--- src/hdl/tqr_pkg.sv ---
`default_nettype none

package tqr_pkg;

  localparam int SCREEN_WIDTH  = 320;
  localparam int SCREEN_HEIGHT = 240;
  localparam int COORD_BITS    = 12;

  localparam int QX_W    = $clog2(SCREEN_WIDTH);
  localparam int QY_W    = $clog2(SCREEN_HEIGHT);
  localparam int STEP_W  = COORD_BITS + 1;
  localparam int PROD_W  = 2 * STEP_W;
  localparam int EDGE_W  = PROD_W + 2;
  localparam int COLOR_W = 32;
  localparam int COV_W   = 4;

  localparam logic OP_LOAD = 1'b0;
  localparam logic OP_STEP = 1'b1;

  typedef logic signed [COORD_BITS-1:0] coord_t;
  typedef logic signed [STEP_W-1:0]     step_t;
  typedef logic signed [PROD_W-1:0]     prod_t;
  typedef logic signed [EDGE_W-1:0]     edge_t;

  function automatic step_t coord_ext(coord_t c);
    return {c[COORD_BITS-1], c};
  endfunction

  function automatic edge_t step_ext(step_t s);
    return {{(EDGE_W-STEP_W){s[STEP_W-1]}}, s};
  endfunction

  function automatic edge_t prod_ext(prod_t p);
    return {{(EDGE_W-PROD_W){p[PROD_W-1]}}, p};
  endfunction

endpackage

`default_nettype wire

--- src/hdl/triangle_quad_rasterizer.sv ---
`default_nettype none

// Edge-function triangle traversal emitting 2x2 quads.
// Input channel (in_valid/in_ready): opcode 0 loads three vertices and a
// fill color, opcode 1 asks for the next quad of the loaded triangle.
// Result channel (out_valid/out_ready): one quad per step transaction while
// a triangle is active: position, 4-bit coverage, color and a last flag.
// A load sets up the box and edge steps in the accept cycle and the edge
// start values in the following cycle; in_ready is low during that cycle.
// A step's result is in the result register in the cycle after acceptance,
// and steps are taken one per cycle while the receiver takes each result,
// so a traversal runs at one quad per clock. A step while idle is taken and
// gives no result. A load drops any traversal in progress.
// The result register frees in the cycle it is taken, so a stalled
// receiver holds in_ready low only while the result register is full.
// Reset (rst_n low, synchronous) leaves the block idle with no result
// pending and no setup in flight.
module triangle_quad_rasterizer_core
  import tqr_pkg::*;
(
  input  wire                  clk,
  input  wire                  rst_n,

  input  wire                  in_valid,
  output logic                 in_ready,
  input  wire                  in_opcode,
  input  wire signed [COORD_BITS-1:0] in_vert0_x,
  input  wire signed [COORD_BITS-1:0] in_vert0_y,
  input  wire signed [COORD_BITS-1:0] in_vert1_x,
  input  wire signed [COORD_BITS-1:0] in_vert1_y,
  input  wire signed [COORD_BITS-1:0] in_vert2_x,
  input  wire signed [COORD_BITS-1:0] in_vert2_y,
  input  wire        [COLOR_W-1:0]    in_fill_color,

  output logic                 out_valid,
  input  wire                  out_ready,
  output logic [QX_W-1:0]      out_quad_x,
  output logic [QY_W-1:0]      out_quad_y,
  output logic [COV_W-1:0]     out_coverage,
  output logic [COLOR_W-1:0]   out_pixel_color,
  output logic                 out_last_quad
);

  // control
  logic active_r, active_nxt;
  logic pend_r, pend_nxt;
  logic oval_r, oval_nxt;

  // traversal state
  logic [QX_W-1:0]    minx_r, maxx_r, cx_r;
  logic [QY_W-1:0]    maxy_r, cy_r;
  step_t              dx_r[3], dy_r[3], ox_r[3], oy_r[3];
  edge_t              row_r[3], cur_r[3];
  logic [COLOR_W-1:0] color_r;

  // result register
  logic [QX_W-1:0]    oqx_r;
  logic [QY_W-1:0]    oqy_r;
  logic [COV_W-1:0]   ocov_r;
  logic [COLOR_W-1:0] ocol_r;
  logic               olast_r;

  logic in_acc, do_load, do_step;

  assign in_ready = !pend_r && (!oval_r || out_ready);
  assign in_acc   = in_valid && in_ready;
  assign do_load  = in_acc && (in_opcode == OP_LOAD);
  assign do_step  = in_acc && (in_opcode == OP_STEP) && active_r;

  // ---- load setup: box and edge steps ----
  coord_t vx[3], vy[3], vxn[3], vyn[3];
  coord_t minx, miny, maxx, maxy;
  step_t  minx_c, miny_c, maxx_c, maxy_c, minx_a, miny_a;
  step_t  ld_dx[3], ld_dy[3], ld_ox[3], ld_oy[3];
  logic   ld_active;

  always_comb begin
    vx[0] = in_vert0_x; vy[0] = in_vert0_y;
    vx[1] = in_vert1_x; vy[1] = in_vert1_y;
    vx[2] = in_vert2_x; vy[2] = in_vert2_y;
    vxn[0] = vx[1]; vyn[0] = vy[1];
    vxn[1] = vx[2]; vyn[1] = vy[2];
    vxn[2] = vx[0]; vyn[2] = vy[0];

    minx = vx[0]; maxx = vx[0];
    miny = vy[0]; maxy = vy[0];
    for (int i = 1; i < 3; i++) begin
      if (vx[i] < minx) minx = vx[i];
      if (vx[i] > maxx) maxx = vx[i];
      if (vy[i] < miny) miny = vy[i];
      if (vy[i] > maxy) maxy = vy[i];
    end

    minx_c = (minx < 0) ? '0 : coord_ext(minx);
    miny_c = (miny < 0) ? '0 : coord_ext(miny);
    maxx_c = (coord_ext(maxx) > step_t'(SCREEN_WIDTH - 1))
           ? step_t'(SCREEN_WIDTH - 1) : coord_ext(maxx);
    maxy_c = (coord_ext(maxy) > step_t'(SCREEN_HEIGHT - 1))
           ? step_t'(SCREEN_HEIGHT - 1) : coord_ext(maxy);
    minx_a = {minx_c[STEP_W-1:1], 1'b0};
    miny_a = {miny_c[STEP_W-1:1], 1'b0};
    ld_active = (minx_a <= maxx_c) && (miny_a <= maxy_c);

    for (int i = 0; i < 3; i++) begin
      ld_dx[i] = coord_ext(vy[i]) - coord_ext(vyn[i]);
      ld_dy[i] = coord_ext(vxn[i]) - coord_ext(vx[i]);
      ld_ox[i] = minx_a - coord_ext(vx[i]);
      ld_oy[i] = miny_a - coord_ext(vy[i]);
    end
  end

  // ---- second setup cycle: edge values at the box corner ----
  prod_t px[3], py[3];
  edge_t start_e[3];

  always_comb begin
    for (int i = 0; i < 3; i++) begin
      px[i] = dx_r[i] * ox_r[i];
      py[i] = dy_r[i] * oy_r[i];
      start_e[i] = prod_ext(px[i]) + prod_ext(py[i]);
    end
  end

  // ---- quad evaluation ----
  logic [QX_W:0] cx_p1, cx_p2, maxx_w;
  logic [QY_W:0] cy_p1, cy_p2, maxy_w;
  logic in_x1, in_y1, more_x, more_y;
  edge_t e_tr[3], e_bl[3], e_br[3];
  logic tl_in, tr_in, bl_in, br_in;
  logic [COV_W-1:0] cov;

  always_comb begin
    cx_p1  = {1'b0, cx_r} + 1'b1;
    cx_p2  = {1'b0, cx_r} + 2'd2;
    cy_p1  = {1'b0, cy_r} + 1'b1;
    cy_p2  = {1'b0, cy_r} + 2'd2;
    maxx_w = {1'b0, maxx_r};
    maxy_w = {1'b0, maxy_r};
    in_x1  = cx_p1 <= maxx_w;
    in_y1  = cy_p1 <= maxy_w;
    more_x = cx_p2 <= maxx_w;
    more_y = cy_p2 <= maxy_w;

    tl_in = 1'b1; tr_in = 1'b1; bl_in = 1'b1; br_in = 1'b1;
    for (int i = 0; i < 3; i++) begin
      e_tr[i] = cur_r[i] + step_ext(dx_r[i]);
      e_bl[i] = cur_r[i] + step_ext(dy_r[i]);
      e_br[i] = e_tr[i] + step_ext(dy_r[i]);
      tl_in = tl_in & ~cur_r[i][EDGE_W-1];
      tr_in = tr_in & ~e_tr[i][EDGE_W-1];
      bl_in = bl_in & ~e_bl[i][EDGE_W-1];
      br_in = br_in & ~e_br[i][EDGE_W-1];
    end

    cov[0] = tl_in;
    cov[1] = in_x1 && tr_in;
    cov[2] = in_y1 && bl_in;
    cov[3] = in_x1 && in_y1 && br_in;
  end

  // ---- control ----
  always_comb begin
    active_nxt = active_r;
    pend_nxt   = 1'b0;
    oval_nxt   = oval_r && !out_ready;
    if (do_load) begin
      active_nxt = ld_active;
      pend_nxt   = 1'b1;
    end else if (do_step) begin
      oval_nxt = 1'b1;
      if (!more_x && !more_y) active_nxt = 1'b0;
    end
  end

  always_ff @(posedge clk) begin
    if (!rst_n) begin
      active_r <= 1'b0;
      pend_r   <= 1'b0;
      oval_r   <= 1'b0;
    end else begin
      active_r <= active_nxt;
      pend_r   <= pend_nxt;
      oval_r   <= oval_nxt;
    end
  end

  // ---- datapath ----
  always_ff @(posedge clk) begin
    if (do_load) begin
      minx_r  <= minx_a[QX_W-1:0];
      maxx_r  <= maxx_c[QX_W-1:0];
      maxy_r  <= maxy_c[QY_W-1:0];
      cx_r    <= minx_a[QX_W-1:0];
      cy_r    <= miny_a[QY_W-1:0];
      color_r <= in_fill_color;
      for (int i = 0; i < 3; i++) begin
        dx_r[i] <= ld_dx[i];
        dy_r[i] <= ld_dy[i];
        ox_r[i] <= ld_ox[i];
        oy_r[i] <= ld_oy[i];
      end
    end else if (pend_r) begin
      for (int i = 0; i < 3; i++) begin
        row_r[i] <= start_e[i];
        cur_r[i] <= start_e[i];
      end
    end else if (do_step) begin
      if (more_x) begin
        cx_r <= cx_p2[QX_W-1:0];
        for (int i = 0; i < 3; i++) begin
          cur_r[i] <= cur_r[i] + (step_ext(dx_r[i]) <<< 1);
        end
      end else if (more_y) begin
        cx_r <= minx_r;
        cy_r <= cy_p2[QY_W-1:0];
        for (int i = 0; i < 3; i++) begin
          row_r[i] <= row_r[i] + (step_ext(dy_r[i]) <<< 1);
          cur_r[i] <= row_r[i] + (step_ext(dy_r[i]) <<< 1);
        end
      end
    end
  end

  always_ff @(posedge clk) begin
    if (do_step) begin
      oqx_r   <= cx_r;
      oqy_r   <= cy_r;
      ocov_r  <= cov;
      ocol_r  <= color_r;
      olast_r <= !more_x && !more_y;
    end
  end

  assign out_valid       = oval_r;
  assign out_quad_x      = oqx_r;
  assign out_quad_y      = oqy_r;
  assign out_coverage    = ocov_r;
  assign out_pixel_color = ocol_r;
  assign out_last_quad   = olast_r;

endmodule

`default_nettype wire
--- config.mk ---
export PLATFORM = sky130hd
export DESIGN_NAME = triangle_quad_rasterizer_core
export DESIGN_NICKNAME = d
export VERILOG_FILES = /design/src/hdl/tqr_pkg.sv /design/src/hdl/triangle_quad_rasterizer.sv
export SDC_FILE = /design/constraint.sdc
export NUM_CORES = 2
export LEC_CHECK = 0
export ABC_AREA = 1
export BUFFER_PORTS_ARGS = -buffer_cell sky130_fd_sc_hd__buf_2
export CORE_UTILIZATION = 40
export CTS_BUF_LIST = sky130_fd_sc_hd__clkbuf_8
export DETAILED_ROUTE_END_ITERATION = 10
export PLACE_DENSITY = 0.55
export SYNTH_ARGS = -nofsm -noshare
export SYNTH_HDL_FRONTEND = slang
export SYNTH_SLANG_ARGS = --single-unit
--- constraint.sdc ---
create_clock -name clk -period 19.4 [get_ports clk]
set_clock_uncertainty 0.05 [all_clocks]
set_input_delay 1.94 -clock clk [delete_from_list [all_inputs] [get_ports clk]]
set_output_delay 1.94 -clock clk [all_outputs]
set_load 0.005 [all_outputs]
Word level (Yosys, flattened, before mapping) --
Memory sizes are Yosys's and may differ from the RTL's. Cells that the tools add are included.
Cells by class: divide/modulo/power cells 0, reduce and logical (&&, ||, !) cells 28, multipliers 6, magnitude comparators 18, bitwise logic cells 32, mux-type cells 52, equal/unequal tests 2, add/sub/neg operators 34, shift operators 0
Operators by type and width (count):
- $add 28x13->28 | 9
- $mux 28 | 9
- $add 28x14->28 | 6
- $mul 13x13->26 | 6
- $mux 12 | 8
- $add 26x26->27 | 3
- $sub 12x12->13 | 6
- $sub 13x12->13 | 6
- $mux 13 | 4
- $gt 12x12->1 | 4
- $lt 12x12->1 | 4
- $mux 9 | 5
- $mux 8 | 5
- $le 13x13->1 | 2
- $lt 12x1->1 const B | 2
- $mux 1 | 21
- $le 10x9->1 | 2
- $le 9x8->1 | 2
- $not 1->1 | 15
- $gt 12x10->1 const B | 1
- $gt 12x9->1 const B | 1
- $logic_and 1x1->1 | 12
- $add 9x1->10 const B | 1
- $add 9x2->10 const B | 1
- 13 further kinds | 37
Storage, ports and cells: output and inout bits 56, flip-flop bits (word level) 131, bits in read-only memories 0, bits in latches 0, memories kept 6, memory bits (writable) 324, logic and storage cells 194
Memory list:
- cur_r | words 3, bits a word 28, read ports 3, clocked after Yosys merged registers in 0, write ports 3, line triangle_quad_rasterizer.sv:53 | edge_t row_r[3], cur_r[3];
- row_r | words 3, bits a word 28, read ports 3, clocked after Yosys merged registers in 0, write ports 3, line triangle_quad_rasterizer.sv:53
- dx_r | words 3, bits a word 13, read ports 3, clocked after Yosys merged registers in 0, write ports 3, line triangle_quad_rasterizer.sv:52 | step_t dx_r[3], dy_r[3], ox_r[3], oy_r[3];
- dy_r | words 3, bits a word 13, read ports 3, clocked after Yosys merged registers in 0, write ports 3, line triangle_quad_rasterizer.sv:52
- ox_r | words 3, bits a word 13, read ports 3, clocked after Yosys merged registers in 0, write ports 3, line triangle_quad_rasterizer.sv:52
- oy_r | words 3, bits a word 13, read ports 3, clocked after Yosys merged registers in 0, write ports 3, line triangle_quad_rasterizer.sv:52

Logic depth before layout (Yosys ltp) --
depth after elaboration 12, depth in mapped cells 42, mapped depth without buffers 41

Worst setup path before layout --
No wires, ideal clock.
kind input-to-reg, from in out_ready, to reg color_r[0] (enable), setup slack 10.083 ns, cell stages on the path 6, setup time 0.661 ns, arrival time 8.606 ns, path through inv_1 -> a21oi_1 -> nand2_1 -> nor2_1 -> clkbuf_1 -> clkbuf_1
On the way: word-level cells in the longest chain between the ends 4
Ends and longest elaborated chain:
- start: declaration | line triangle_quad_rasterizer.sv:36 | input wire out_ready,
- $logic_or 1x1->1 | line triangle_quad_rasterizer.sv:65 | assign in_ready = !pend_r && (!oval_r || out_ready);
- $logic_and 1x1->1 | line triangle_quad_rasterizer.sv:65
- via in_ready | line triangle_quad_rasterizer.sv:25 | output logic in_ready,
- $logic_and 1x1->1 | line triangle_quad_rasterizer.sv:66 | assign in_acc = in_valid && in_ready;
- $logic_and 1x1->1 | line triangle_quad_rasterizer.sv:67 | assign do_load = in_acc && (in_opcode == OP_LOAD);
- via do_load | line triangle_quad_rasterizer.sv:63 | logic in_acc, do_load, do_step;
- end signal: assignment | line triangle_quad_rasterizer.sv:195 | color_r <= in_fill_color;
- end: declaration | line triangle_quad_rasterizer.sv:54 | logic [COLOR_W-1:0] color_r;
The timed path passes the listed nets, and every way through them passes these cells. A chain may end at the register's enable or synchronous reset.

==> out/qor.txt <==
CP arrival - 8.59 ns
min Tclk post-route - 8.13 ns
first-pass GRT wire length - 379 mm
layout cell share with drive strength beyond 1 - 4.88%
die area - 199000 sq um
busiest grt layer - met2
fin. max-slew vios - 0
Critical Path RT - 19.85 ns
post-synth design cell area - 79100 sq um
number of global-route vias before repair - 64745
Final ANT Viol Nets - 0
# fillers - 19390
setup_tns - 0 ns
largest net degree at the start of global routing - 79
Setup crit end kind - flop
f_max - 0.123 GHz
CTS tree - yes
CP endpoint - cur_r[0][53]
Tcrit/Tclk final - 41.9%
RSZ-0062 raised after global routing - no
post-synthesis average cell area - 8.55 sq um
Die Y - 447 um
# setup viols final - 0
register bit total from synthesis - 453
Worst Path Max Fanout - 60
DRT Pass-1 Iters - 8
M3 GR Usage - 2.72%
relative slew slack - 14.6%
post-synthesis sequential area ratio - 17.2%
antenna violations before repair - 36
dpl hpwl - 203 mm
MaxCap Viol Count - 0
M2 GR Usage - 42.2%
Core ar. - 196000 sq um
worst-margin pin slew - 1.28 ns
# IOs - 165
CTS Buffer Depth - 3
routed length per placed instance - 20.3 um
Worst-Skew Late Latency - 0.84 ns
Worst Setup SP - dy_r[0][25]
clock sink count - 453
number of synthesized flops with an enable pin - 449
CP max-delay cell - buf_4
Root Driver - clkbuf_8
H-tree depth - 3
Worst Setup Start Kind - flop
Post-CTS Setup Bufs - 0
total stage count of the critical path - 26
post-synth cell types - 61
status - complete, no violations
CTS clk-pin slew, worst paths - 0.06 ns
share of flip-flops with an asynchronous set or reset - 0%
Routability Congestion - 0.958
R2R Setup Slk - 11.27 ns
Crit Path Class - flop to flop
Synth Net Count - 11445
CP top delay family - adder cells
Buf/Inv on CP - 5
Vias/cell - 5.13
Die X - 447 um
RR Endpoint - cur_r[0][53]
sequential cell area - 13600 sq um
IO Port Bufs - 163
aggregate global-route resource usage - 24.9%
PostCTS Resize Cnt - 0
worst reg2reg path depth - 26
DRT iter0 DRCs - 3722
Syn Inst Count - 9243
area of the multi-input gates - 56900 sq um
DR vias - 61790
Num CTS Buffers - 89
R2R Path Start - dy_r[0][25]
# hold bufs at CTS - 0
initial core utilization - 40.4%
Yosys Warn Count - 0
row cnt - 162
CP dominant cell by count - fa_1
Crit path largest cell delay - 0.58 ns
routed wire length - 244 mm
Hold Crit Class - flop to flop
Post-route DRC - 0
final hold violation count - 0
synthesis-to-finish area growth - 6.89%
top_reg_cell synth - edfxtp_1
met1 GRT Util - 32.5%
nets@finish - 11524
Overflow after GRT - 0
flip-flops by register name, indices dropped and copies added (netlist names):
name and cells:
color_r 32, ox_r 39, out_coverage 4, pend_r 1, maxy_r 8, out_pixel_color 32
cx_r 9, cur_r 84, row_r 84, out_last_quad 1, out_quad_y 7, oy_r 39
dx_r 39, active_r 1, minx_r 8, dy_r 39, out_quad_x 9, cy_r 7
maxx_r 9, out_valid 1
layout make-up:
| cell class | instances | share of cell area, % |
|---|---|---|
| sequential | 453 | 16.0 |
| tap | 2624 | 3.88 |
| multi-input combinational | 6514 | 67.3 |
| antenna | 20 | 0.0592 |
| timing repair buffer | 212 | 1.40 |
| inverter | 2052 | 9.12 |
| clock inverter | 74 | 0.703 |
| clock buffer | 89 | 1.45 |
layout by cell type, fill, tap and decap left out, drive strengths merged, types with 8 or more instances in the layout:
cell type  Yosys  layout
fa          1173    1173
a21o          19      19
xor2         270     270
nand3        204     204
clkinv         1      36
o21bai        37      37
a211oi        28      28
o2111ai        9       9
or2           57      57
a21oi        582     582
nor2         331     331
edfxtp       449     449
o21a          27      27
buf           39     212
nor4          12      12
nand2       2018    2018
nand4         61      61
diode          0      20
inv         2051    2076
a31oi         33      33
a21boi        13      13
o221ai        27      27
nand3b        10      10
bufinv         0       8
ha           920     920
clkbuf       185      89
xnor2        139     139
o21ai        391     391
nor3          61      61
o211ai        61      61
metrics by stage:
step	util [%]	cell area (sq um)	setup slack, ns	std cells	hold WS [ns]
2_1_floorplan	-	79100	10.08	9243	0.350
3_3_place_gp	42.3	82600	10.73	11855	0.351
3_5_place_dp	42.3	82600	10.68	11855	0.355
4_1_cts	43.2	84500	11.20	12018	0.363
5_1_grt	43.2	84500	10.85	12036	0.374
6_report	43.2	84500	11.27	12038	0.363
kinds of logic (layout without fill, tap and decap cells):
logic type	Yosys count	in the layout	synth area share (%)
compound gates	1248	1248	8.88
xor+xnor	409	409	4.53
fa+ha+maj	2093	2093	44.3
buf+inv	2276	2427	10.9
flops	453	453	17.2
other cells	1	21	0.00474
simple gates	2763	2763	14.2
worst min path at each step:
stage                          end  slack (ns)   startpoint  cells past startpoint
2_1_floorplan   out_pixel_color[0]        0.35   color_r[0]                      0
3_3_place_gp    out_pixel_color[1]        0.35   color_r[1]                      0
3_5_place_dp   out_pixel_color[17]        0.36  color_r[17]                      0
4_1_cts        out_pixel_color[29]        0.36  color_r[29]                      0
5_1_grt        out_pixel_color[12]        0.37  color_r[12]                      0
6_report       out_pixel_color[17]        0.36  color_r[17]                      0
worst register-to-register path: stages, from the launching register on:
cell	delay (ns)
edfxtp_1	0.32
buf_4	0.58
nand2_1	0.39
inv_1	0.44
fa_1	0.49
inv_1	0.09
fa_1	0.41
fa_1	0.49
fa_1	0.58
fa_1	0.43
fa_1	0.49
inv_1	0.05
fa_1	0.47
ha_1	0.37
a21oi_1	0.16
o21ai_0	0.11
a21oi_1	0.12
a21boi_0	0.44
o21ai_0	0.25
a21oi_1	0.31
inv_1	0.07
nand2_1	0.06
nand3_1	0.07
xnor2_1	0.38
nand2_1	0.09
nand3_1	0.09
nand2_1	0.07
synth_stat cells, types with 6 or more instances:
cell type,n,area (sq um)
inv_1,2043,7670
nand2_1,1999,7500
fa_1,1173,23500
ha_1,920,11500
a21oi_1,575,2880
edfxtp_1,449,13500
o21ai_0,362,1810
nor2_1,326,1220
xor2_1,270,2360
nand3_1,194,971
clkbuf_1,184,691
xnor2_1,139,1220
nand4_1,61,382
o211ai_1,61,458
nor3_1,60,300
or2_2,56,350
o21bai_1,37,278
a31oi_1,33,206
a211oi_1,28,210
buf_2,28,140
o21a_1,27,203
o221ai_1,27,236
o21ai_1,22,110
a21o_1,19,143
nor4_1,12,75.1
nand2_2,11,68.8
nand3b_1,10,75.1
nand3_2,9,90.1
o2111ai_1,9,78.8
a21boi_0,8,60.1
nand2_4,8,90.1
a21oi_2,7,61.3
o21ai_2,7,61.3
inv_2,6,22.5
layer usage:
metal,vias up,wire (um)
met5,-,84
met4,12,9770
met3,431,12400
met2,1725,116000
met1,30461,106000
li1,29161,-
Power is not shown: default switching activity piles up to over one toggle a cycle in this logic, so the estimate is an artifact.
